### config.mk
export PLATFORM = sky130hd
export DESIGN_NAME = line_follow_differential_speed
export DESIGN_NICKNAME = d
export VERILOG_FILES = /design/src/rtl/lfds_pkg.sv /design/src/rtl/line_follow_differential_speed.sv /design/src/rtl/lfds_cfg.sv /design/src/rtl/lfds_ctrl.sv /design/src/rtl/lfds_out.sv
export SDC_FILE = /design/constraint.sdc
export NUM_CORES = 1
export LEC_CHECK = 0
export BUFFER_PORTS_ARGS = -buffer_cell sky130_fd_sc_hd__buf_2
export CAP_MARGIN = 10
export CORE_ASPECT_RATIO = 0.6
export CORE_MARGIN = 2
export CORE_UTILIZATION = 60
export DETAILED_ROUTE_END_ITERATION = 6
export PLACE_DENSITY = 0.74
export SYNTH_ARGS = -nofsm -noshare
export SYNTH_HDL_FRONTEND = slang
export SYNTH_SLANG_ARGS = --single-unit
### constraint.sdc
create_clock -name clk -period 7.6 [get_ports clk]
set_clock_uncertainty 0.1 [all_clocks]
set_input_delay 1.52 -clock clk [delete_from_list [all_inputs] [get_ports clk]]
set_output_delay 1.52 -clock clk [all_outputs]
set_load 0.01 [all_outputs]
### src/rtl/lfds_pkg.sv
// Shared types, constants and register codes for the line-follow speed block.
package lfds_pkg;

	localparam int DEV_W     = 8;
	localparam int SPEED_W   = 8;
	localparam int GAIN_W    = 10;
	localparam int MAG_W     = 8;
	localparam int PROD_W    = 17;
	localparam int OUT_W     = 10;
	localparam int CFG_IDX_W = 3;
	localparam int CFG_DAT_W = 10;

	localparam int TICK_W    = 8;
	localparam int SEC_W     = 5;
	localparam int TIMER_W   = 7;

	localparam int TickWrap     = 200;
	localparam int StopSecond   = 20;
	localparam int ConfirmTicks = 100;
	localparam int StraightLim  = 5;
	localparam int SharpLim     = 15;

	// floor(p / 1000) == (p * RECIP_K) >> RECIP_SHIFT for every p below 2**PROD_W
	localparam int RECIP_SHIFT = 26;
	localparam int RECIP_W     = 17;
	localparam logic [RECIP_W-1:0] RECIP_K = 17'd67109;
	localparam int QPROD_W     = PROD_W + RECIP_W;
	localparam int CUT_W       = 8;

	typedef enum logic [CFG_IDX_W-1:0] {
		REG_STRAIGHT_SPEED = 3'd0,
		REG_HILL_SPEED     = 3'd1,
		REG_GENTLE_SPEED   = 3'd2,
		REG_SHARP_SPEED    = 3'd3,
		REG_GENTLE_GAIN    = 3'd4,
		REG_SHARP_GAIN     = 3'd5
	} reg_idx_t;

	typedef struct packed {
		logic [SPEED_W-1:0] straight_speed;
		logic [SPEED_W-1:0] hill_speed;
		logic [SPEED_W-1:0] gentle_speed;
		logic [SPEED_W-1:0] sharp_speed;
		logic [GAIN_W-1:0]  gentle_gain;
		logic [GAIN_W-1:0]  sharp_gain;
	} cfg_t;

	typedef struct packed {
		logic [SPEED_W-1:0] base;
		logic [PROD_W-1:0]  prod;
		logic               slow_left;
		logic               slow_right;
		logic               zero;
		logic               stopped;
		logic               confirmed;
	} work_t;

endpackage

### src/rtl/line_follow_differential_speed.sv
// Top level of the line-follow differential wheel speed block.
// One request per control tick carries a signed line deviation and a hill flag, and
// yields one result with left and right wheel speed targets plus the stop and
// straight-confirmed flags. A new request is taken every clock cycle while results
// drain; each result passes through the registered stages in order (input register,
// control stage with the deviation-times-gain multiply, output stage with the
// reciprocal multiply that divides by 1000). While a result waits under stall, any
// empty stage behind it still takes a request, so up to three requests are held
// before the input stalls.
// The configuration registers may be written only while no request is in flight;
// they take effect for the next request.
module line_follow_differential_speed (
	input  logic                             clk,
	input  logic                             arst_n,
	input  logic                             cfg_write,
	input  logic [lfds_pkg::CFG_IDX_W-1:0]   cfg_index,
	input  logic [lfds_pkg::CFG_DAT_W-1:0]   cfg_data,
	input  logic                             in_valid,
	output logic                             in_stall,
	input  logic signed [lfds_pkg::DEV_W-1:0] deviation,
	input  logic                             on_hill,
	output logic                             out_valid,
	input  logic                             out_stall,
	output logic signed [lfds_pkg::OUT_W-1:0] left_speed,
	output logic signed [lfds_pkg::OUT_W-1:0] right_speed,
	output logic                             stopped,
	output logic                             straight_confirmed
);
	import lfds_pkg::*;

	cfg_t  cfg;
	work_t work_s2;

	logic                     s1_valid_q, s2_valid_q, out_valid_q;
	logic signed [DEV_W-1:0]  deviation_s1;
	logic                     on_hill_s1;
	logic                     out_free, s2_free, s1_free;
	logic                     take_in, adv_s2, adv_out;

	// Each stage may advance when the one after it is empty or emptying.
	assign out_free = !out_valid_q || !out_stall;
	assign s2_free  = !s2_valid_q || out_free;
	assign s1_free  = !s1_valid_q || s2_free;
	assign in_stall = !s1_free;
	assign take_in  = in_valid && s1_free;
	assign adv_s2   = s1_valid_q && s2_free;
	assign adv_out  = s2_valid_q && out_free;
	assign out_valid = out_valid_q;

	always_ff @(posedge clk or negedge arst_n) begin
		if (!arst_n) begin
			s1_valid_q  <= 1'b0;
			s2_valid_q  <= 1'b0;
			out_valid_q <= 1'b0;
		end else begin
			// Hold each stage's valid unless it fills or drains this cycle.
			if (take_in)
				s1_valid_q <= 1'b1;
			else if (adv_s2)
				s1_valid_q <= 1'b0;
			if (adv_s2)
				s2_valid_q <= 1'b1;
			else if (adv_out)
				s2_valid_q <= 1'b0;
			if (adv_out)
				out_valid_q <= 1'b1;
			else if (!out_stall)
				out_valid_q <= 1'b0;
		end
	end

	// Capture the request payload.
	always_ff @(posedge clk) begin
		if (take_in) begin
			deviation_s1 <= deviation;
			on_hill_s1   <= on_hill;
		end
	end

	lfds_cfg u_cfg (
		.clk       (clk),
		.arst_n    (arst_n),
		.cfg_write (cfg_write),
		.cfg_index (cfg_index),
		.cfg_data  (cfg_data),
		.cfg       (cfg)
	);

	// Advance the timing and straight-tracking state once per request.
	lfds_ctrl u_ctrl (
		.clk          (clk),
		.arst_n       (arst_n),
		.adv          (adv_s2),
		.deviation_s1 (deviation_s1),
		.on_hill_s1   (on_hill_s1),
		.cfg          (cfg),
		.work_s2      (work_s2)
	);

	lfds_out u_out (
		.clk                (clk),
		.adv                (adv_out),
		.work_s2            (work_s2),
		.left_speed         (left_speed),
		.right_speed        (right_speed),
		.stopped            (stopped),
		.straight_confirmed (straight_confirmed)
	);

endmodule

### src/rtl/lfds_cfg.sv
// Configuration register file for the line-follow speed block.
module lfds_cfg (
	input  logic                            clk,
	input  logic                            arst_n,
	input  logic                            cfg_write,
	input  logic [lfds_pkg::CFG_IDX_W-1:0]  cfg_index,
	input  logic [lfds_pkg::CFG_DAT_W-1:0]  cfg_data,
	output lfds_pkg::cfg_t                  cfg
);
	import lfds_pkg::*;

	cfg_t cfg_q;

	always_ff @(posedge clk or negedge arst_n) begin
		if (!arst_n) begin
			cfg_q.straight_speed <= SPEED_W'(75);
			cfg_q.hill_speed     <= SPEED_W'(0);
			cfg_q.gentle_speed   <= SPEED_W'(75);
			cfg_q.sharp_speed    <= SPEED_W'(75);
			cfg_q.gentle_gain    <= GAIN_W'(220);
			cfg_q.sharp_gain     <= GAIN_W'(250);
		end else if (cfg_write) begin
			case (reg_idx_t'(cfg_index))
				REG_STRAIGHT_SPEED: cfg_q.straight_speed <= cfg_data[SPEED_W-1:0];
				REG_HILL_SPEED:     cfg_q.hill_speed     <= cfg_data[SPEED_W-1:0];
				REG_GENTLE_SPEED:   cfg_q.gentle_speed   <= cfg_data[SPEED_W-1:0];
				REG_SHARP_SPEED:    cfg_q.sharp_speed    <= cfg_data[SPEED_W-1:0];
				REG_GENTLE_GAIN:    cfg_q.gentle_gain    <= cfg_data[GAIN_W-1:0];
				REG_SHARP_GAIN:     cfg_q.sharp_gain     <= cfg_data[GAIN_W-1:0];
				default: ;
			endcase
		end
	end

	assign cfg = cfg_q;

endmodule

### src/rtl/lfds_ctrl.sv
// Timing state, straight confirmation, curve classification and slowdown product.
module lfds_ctrl (
	input  logic                            clk,
	input  logic                            arst_n,
	input  logic                            adv,
	input  logic signed [lfds_pkg::DEV_W-1:0] deviation_s1,
	input  logic                            on_hill_s1,
	input  lfds_pkg::cfg_t                  cfg,
	output lfds_pkg::work_t                 work_s2
);
	import lfds_pkg::*;

	logic [TICK_W-1:0]  tick_q, tick_nx;
	logic [SEC_W-1:0]   sec_q, sec_nx;
	logic [TIMER_W-1:0] timer_q, timer_nx;
	logic               stop_q, stop_nx;
	logic               straight_q, straight_nx;
	logic               confirmed_q, confirmed_nx;
	logic               gentle_q, gentle_nx;

	logic [TICK_W:0]    tick_inc;
	logic [TIMER_W:0]   timer_inc;
	logic [MAG_W-1:0]   mag;
	logic [GAIN_W-1:0]  gain;
	logic [MAG_W+GAIN_W-1:0] prod_full;
	work_t              work;

	always_comb begin
		stop_nx  = stop_q | (sec_q > SEC_W'(StopSecond));

		tick_inc = {1'b0, tick_q} + 1'b1;
		if (tick_inc > (TICK_W+1)'(TickWrap)) begin
			tick_nx = '0;
			sec_nx  = (sec_q != '1) ? sec_q + 1'b1 : sec_q;
		end else begin
			tick_nx = tick_inc[TICK_W-1:0];
			sec_nx  = sec_q;
		end

		if (straight_q && !confirmed_q)
			timer_inc = {1'b0, timer_q} + 1'b1;
		else
			timer_inc = '0;
		confirmed_nx = confirmed_q | (straight_q && timer_inc > (TIMER_W+1)'(ConfirmTicks));
		timer_nx     = timer_inc[TIMER_W-1:0];

		straight_nx = straight_q;
		gentle_nx   = gentle_q;
		mag         = '0;
		gain        = '0;
		work        = '0;
		work.stopped   = stop_nx;
		work.confirmed = confirmed_nx;

		if (stop_nx) begin
			work.zero = 1'b1;
		end else if (deviation_s1 > -StraightLim && deviation_s1 < StraightLim) begin
			straight_nx = 1'b1;
			if (confirmed_nx)
				work.base = on_hill_s1 ? cfg.hill_speed : cfg.straight_speed;
			else
				work.base = gentle_q ? cfg.gentle_speed : cfg.sharp_speed;
		end else begin
			straight_nx = 1'b0;
			mag = deviation_s1[DEV_W-1] ? MAG_W'(-deviation_s1) : MAG_W'(deviation_s1);
			gentle_nx = (mag < MAG_W'(SharpLim));
			work.base = gentle_nx ? cfg.gentle_speed : cfg.sharp_speed;
			gain      = gentle_nx ? cfg.gentle_gain : cfg.sharp_gain;
			work.slow_left  = ~deviation_s1[DEV_W-1];
			work.slow_right = deviation_s1[DEV_W-1];
		end

		// magnitude never exceeds 128, so the product fits PROD_W bits
		prod_full = (MAG_W+GAIN_W)'(mag) * (MAG_W+GAIN_W)'(gain);
		work.prod = prod_full[PROD_W-1:0];
	end

	always_ff @(posedge clk or negedge arst_n) begin
		if (!arst_n) begin
			tick_q      <= '0;
			sec_q       <= '0;
			timer_q     <= '0;
			stop_q      <= 1'b0;
			straight_q  <= 1'b0;
			confirmed_q <= 1'b0;
			gentle_q    <= 1'b0;
		end else if (adv) begin
			tick_q      <= tick_nx;
			sec_q       <= sec_nx;
			timer_q     <= timer_nx;
			stop_q      <= stop_nx;
			straight_q  <= straight_nx;
			confirmed_q <= confirmed_nx;
			gentle_q    <= gentle_nx;
		end
	end

	always_ff @(posedge clk) begin
		if (adv)
			work_s2 <= work;
	end

endmodule

### src/rtl/lfds_out.sv
// Divide by 1000 through a reciprocal multiply, pick wheel targets, hold the result.
module lfds_out (
	input  logic                             clk,
	input  logic                             adv,
	input  lfds_pkg::work_t                  work_s2,
	output logic signed [lfds_pkg::OUT_W-1:0] left_speed,
	output logic signed [lfds_pkg::OUT_W-1:0] right_speed,
	output logic                             stopped,
	output logic                             straight_confirmed
);
	import lfds_pkg::*;

	logic [QPROD_W-1:0]     qprod;
	logic [CUT_W-1:0]       cut;
	logic signed [OUT_W-1:0] base_s;
	logic signed [OUT_W-1:0] slow_s;
	logic signed [OUT_W-1:0] left_nx, right_nx;

	always_comb begin
		qprod  = QPROD_W'(work_s2.prod) * QPROD_W'(RECIP_K);
		cut    = qprod[RECIP_SHIFT +: CUT_W];
		base_s = $signed({{(OUT_W-SPEED_W){1'b0}}, work_s2.base});
		slow_s = base_s - $signed({{(OUT_W-CUT_W){1'b0}}, cut});
		if (work_s2.zero) begin
			left_nx  = '0;
			right_nx = '0;
		end else begin
			left_nx  = work_s2.slow_left  ? slow_s : base_s;
			right_nx = work_s2.slow_right ? slow_s : base_s;
		end
	end

	always_ff @(posedge clk) begin
		if (adv) begin
			left_speed         <= left_nx;
			right_speed        <= right_nx;
			stopped            <= work_s2.stopped;
			straight_confirmed <= work_s2.confirmed;
		end
	end

endmodule
==> impl_metrics.ini, run 1 <==
[status]
status = finished, final reports clean

[placed_design]
place_hpwl_um = 20600
dp_cells = 1519
gp_congestion = 0.889
placed_area_um2 = 13200
portBuffers = 50

[synthesis]
yosys_warnings = 0
synth_cells = 1209
yosys_register_bits = 137
synth.most_common_cell = inv_1
synthTopCellsByArea = ha_1, fa_1, edfxtp_1, dfrtp_1, inv_1
synth_nets = 1515
avgSynthCellArea_um2 = 10.4
syn_area_um2 = 12600
synth_top_area_frac = 0.188
synth.largest_area_cell = ha_1
synth_seq_area_share = 0.298
yosysUniqueCellTypes = 62
synth_edf_count = 58
synthTopCellsByCount = inv_1, ha_1, nor2_1, fa_1, mux2_2
synth_flop_cell = edfxtp_1
async_reset_ff_frac = 0.577

[layout]
seqCellArea_um2 = 3750
stdcell_count = 1552
multi_input_area_um2 = 7900
final_area_um2 = 13700
nets = 1571
fillers = 1582
syn2layout_area_growth_pct = 9.39
drive_gt1_frac = 0.164

[sta]
rsz0062_at_grt = no
slew_headroom = 0.374
timing.fmax_mhz = 144
setup_tns_ns = 0
timing.hold.ws_ns = 0.329
fin_crit_ns = 6.94
hold_viol = 0
setup_viol = 0
tightest_slew_ns = 0.932
maxSlewViolCount = 0
post-route-period-util = 0.914

[critical_path]
critPathKind = register to register
crit_top_cell = inv_1
crit_fanout = 10
cp.arrival_ns = 7.02
crit_path_end_kind = register
worstPathRequired_ns = 7.67
cpMaxStageDelayCell = fa_1
critPathLaunchType = register
cpPeakStageDelay_ns = 0.53

[grt]
antenna_found_initial = 2
grt_pass1_vias = 8497
grt_max_degree = 69
grt.total_usage = 0.251
grt_pass1_wl_um = 43000
overflow = 0

[routing]
drc = 0
avgViaCountPerCell = 5.54
firstDrtPassIters = 7
vias = 8603
post_drt_wl_per_cell_um = 16.8
initialDrtViolationCount = 438
finalWirelength_um = 26000
postRouteAntennaNets = 0

[min_path]
min_path_type = register to register

[clocking]
cts_buffers = 17
cts_tree = done
cts-root-buf = clkbuf_16
clk_pin_slew_ns = 0.06
ctsHoldBuffers = 0
clk_latency_ns = 0.43
h-tree-depth = 4
cts_buffer_depth = 2
clkSinkCount = 137

[die]
die_w_um = 191
fp.dieH_um = 116
core_area_um2 = 20300
start_util = 0.620
rows = 40
ioPinCount = 51
die-area_um2 = 22200

[job]
drv_cap = 0
==> placed cells by master (no fill, tap or decap), drive strengths merged, types with 17 or more instances in the layout <==
cell / Yosys / final
nand2: 61 / 61
or2: 21 / 21
fa: 90 / 90
a21oi: 36 / 36
clkbuf: 18 / 23
buf: 9 / 64
ha: 189 / 189
dfstp: 23 / 23
dfrtp: 56 / 56
inv: 219 / 222
and2: 17 / 17
mux2: 70 / 70
nor2: 95 / 95
mux2i: 42 / 42
edfxtp: 58 / 58
o21ai: 45 / 45
xnor2: 26 / 26
==> final timing paths <==
kind / startpoint / endpoint / slack, ns / depth (start not counted)
worst min register to register: u_ctrl.work_s2[0]$_DFFE_PP_ / u_out.straight_confirmed$_DFFE_PP_ / 0.33 / 0
max in group asynchronous: arst_n / u_ctrl.tick_q[6]$_DFFE_PN0P_ / 5.47 / 2
worst max-delay path: deviation_s1[0]$_DFFE_PP_ / u_ctrl.work_s2[21]$_DFFE_PP_ / 0.66 / 27
min in group asynchronous: arst_n / u_cfg.cfg[41]$_DFFE_PN0P_ / 0.82 / 1
worst min-delay path: u_ctrl.work_s2[0]$_DFFE_PP_ / u_out.straight_confirmed$_DFFE_PP_ / 0.33 / 0
worst max register to register: deviation_s1[0]$_DFFE_PP_ / u_ctrl.work_s2[21]$_DFFE_PP_ / 0.66 / 27
==> worst max-delay path, delay by kind of cell (launching register included) <==
kind                       cells  cell delay [ns]
and+or+nand+nor                5             0.90
xor gates and xnor gates       1             0.15
DFF                            1             0.44
adders and majority gates      6             2.49
AOI/OAI and AO/OA              8             1.65
buffers and inverters          6             0.64
muxes                          1             0.27
==> through the flow <==
step / setup slack, ns / util
after floorplan: 1.26 / -
after global placement: 0.730 / 0.649
after detailed placement: 0.570 / 0.649
after CTS: 0.533 / 0.678
after global routing: 0.144 / 0.678
final: 0.656 / 0.678
==> final cells by class <==
type	count	share of cell area
Antenna cell	1	0.000182
Multi-Input combinational cell	826	0.574
Timing Repair Buffer	64	0.0260
Inverter	219	0.0598
Clock inverter	9	0.00428
Clock buffer	23	0.0379
Tap cell	273	0.0248
Sequential cell	137	0.273
==> what timing repair did <==
action                                  CTS  global route
setup buffers                             0             0
resized for setup                         0             2
endpoints found under the setup margin    0             1
==> flip-flops by register name (all words and copies together), names as in the netlist, 5 cells and up <==
signal,flops
u_cfg.cfg,52
u_out.left_speed,9
u_ctrl.tick_q,8
u_ctrl.work_s2,29
deviation_s1,8
u_ctrl.sec_q,5
u_ctrl.timer_q,7
u_out.right_speed,9
==> kinds of logic (layout without fill, tap and decap cells) <==
kind of cell	Yosys count	in the layout	share of synthesized area
DFF	137	137	0.298
buffers and inverters	246	315	0.0765
muxes	112	112	0.102
adders and majority gates	279	279	0.331
other	0	1	0
AOI/OAI and AO/OA	133	133	0.0651
xor gates and xnor gates	35	35	0.0244
and+or+nand+nor	267	267	0.102
==> metal layers <==
| metal | global-route usage | routed length (um) |
|---|---|---|
| met1 | 0.383 | 13500 |
| met2 | 0.372 | 10800 |
| met3 | 0.0487 | 1530 |
| met4 | 0.0579 | 219 |
| met5 | 0 | 0 |
Power of run 1 is not shown: default switching activity piles up to over one toggle a cycle in this logic, so the estimate is an artifact.
==> run 2, diff against run 1 <==
--- a/config.mk
+++ b/config.mk
@@ -11,7 +11,9 @@
 export CORE_MARGIN = 2
 export CORE_UTILIZATION = 60
 export DETAILED_ROUTE_END_ITERATION = 6
+export MAX_ROUTING_LAYER = met4
 export PLACE_DENSITY = 0.74
+export SETUP_SLACK_MARGIN = 0.3
 export SYNTH_ARGS = -nofsm -noshare
 export SYNTH_HDL_FRONTEND = slang
 export SYNTH_SLANG_ARGS = --single-unit
==> impl_metrics.ini, run 2 (synthesis gave the netlist of run 1 again) <==
[status]
status = finished, final reports clean

[clocking]
h-tree-depth = 4
cts_buffer_depth = 2
cts_buffers = 17
cts_tree = done
clk_latency_ns = 0.43
clkSinkCount = 137
clk_pin_slew_ns = 0.06
cts-root-buf = clkbuf_16

[critical_path]
cp-endpoint = u_out.left_speed[8]$_SDFFCE_PP0P_
crit_fanout = 6
crit_path_end_kind = register
reg2reg_slack_ns = 0.82
cp.arrival_ns = 6.98
timing.rr.end = u_out.left_speed[8]$_SDFFCE_PP0P_
cpMaxStageDelayCell = edfxtp_1
critPathKind = register to register
cp-startpoint = u_ctrl.work_s2[9]$_DFFE_PP_
reg2regPathDepth = 29
critPathLaunchType = register
worstPathRequired_ns = 7.80
r2r-start = u_ctrl.work_s2[9]$_DFFE_PP_
cpPeakStageDelay_ns = 0.56

[placed_design]
portBuffers = 50
place_ws_ns = 0.388
gp_congestion = 0.974
place_hpwl_um = 20600

[die]
fp.dieH_um = 116
core_area_um2 = 20300
ioPinCount = 51
rows = 40
start_util = 0.620
die-area_um2 = 22200
die_w_um = 191

[routing]
vias = 8587
postRouteAntennaNets = 0
drc = 0
finalWirelength_um = 26000
avgViaCountPerCell = 5.51
firstDrtPassIters = 5
post_drt_wl_per_cell_um = 16.7
initialDrtViolationCount = 447

[grt]
grt_max_degree = 48
grt.total_usage = 0.261
grt_pass1_vias = 8622
antenna_found_initial = 0
grt_pass1_wl_um = 43500
overflow = 0

[sta]
setup_viol = 0
slew_headroom = 0.504
fin_ws_ns = 0.819
setup_tns_ns = 0
tightest_slew_ns = 0.744
maxSlewViolCount = 0
hold_viol = 0
timing.fmax_mhz = 147
rsz0062_at_grt = yes
fin_crit_ns = 6.78
post-route-period-util = 0.892

[layout]
largest_reg_flops = 52
drive_gt1_frac = 0.173
syn2layout_area_growth_pct = 9.89
mostFrequentLayoutCells = inv_1, ha_1, nor2_1
antenna_cells_inserted = 0
nets = 1578
final_common_cell = inv_1

[min_path]
holdPathStages = 0
min_path_type = register to register

[job]
drv_cap = 0
-- run 2: cell count changes in the layout (fill, tap and decap cells not counted), sizes merged --
| cell | previous run | this run |
|---|---|---|
| clkbuf | 23 | 19 |
| buf | 64 | 71 |
| clkinvlp | 0 | 1 |
| diode | 1 | 0 |
| bufinv | 0 | 1 |
| inv | 222 | 224 |
-- run 2: timing repair --
item | 4_1_cts | 5_1_grt
resized for setup | 0 | 7
endpoints found under the setup margin | 1 | 10
hold buffers | 0 | 0
buffers inserted | 4 | 4
pin swaps | 1 | 0
cloned | 0 | 0
-- run 2: final cells by class --
type                       count  area (um^2)
sequential                   137         3750
clock inverter                13          115
inverter                     219          822
timing repair buffer          71          414
clock buffer                  19          454
tap                          273          342
multi-input combinational    826         7920
fill                        1563         6460
-- run 2: how the worst min path moves through the flow --
stage | start | end | slack, ns
final | u_ctrl.work_s2[0]$_DFFE_PP_ | u_out.straight_confirmed$_DFFE_PP_ | 0.34
after global routing | u_ctrl.work_s2[0]$_DFFE_PP_ | u_out.straight_confirmed$_DFFE_PP_ | 0.35
after CTS | u_ctrl.work_s2[0]$_DFFE_PP_ | u_out.straight_confirmed$_DFFE_PP_ | 0.35
after detailed placement | u_ctrl.work_s2[0]$_DFFE_PP_ | u_out.straight_confirmed$_DFFE_PP_ | 0.33
after global placement | u_ctrl.work_s2[0]$_DFFE_PP_ | u_out.straight_confirmed$_DFFE_PP_ | 0.31
after floorplan | u_ctrl.work_s2[0]$_DFFE_PP_ | u_out.straight_confirmed$_DFFE_PP_ | 0.30
-- run 2: critical path: cells and delay by family (launching register included) --
kind	cells	cell delay, ns
AO/OA/AOI/OAI	8	1.61
XOR/XNOR	1	0.20
adder cells (fa/ha/maj)	9	3.29
buffers and inverters	5	0.26
flip-flops	1	0.56
AND/OR/NAND/NOR	6	0.61
-- run 2: through the flow --
step | instance area [um^2] | instances | hold slack, ns | utilization
finish | 13800 | 1558 | 0.338 | 0.681
global route | 13800 | 1558 | 0.351 | 0.681
CTS | 13700 | 1554 | 0.347 | 0.678
detailed placement | 13100 | 1518 | 0.330 | 0.649
global placement | 13100 | 1518 | 0.312 | 0.649
floorplan | 12600 | 1209 | 0.300 | -
-- run 2: per-layer routing --
metal  GRT usage  share of wire  routed length, um
met3      0.0643          0.062               1620
met4      0.0450         0.0074                193
met2       0.380           0.42              10900
met1       0.375           0.51              13300
met5           -              0                  0
Power of run 2 is left out for the same reason.
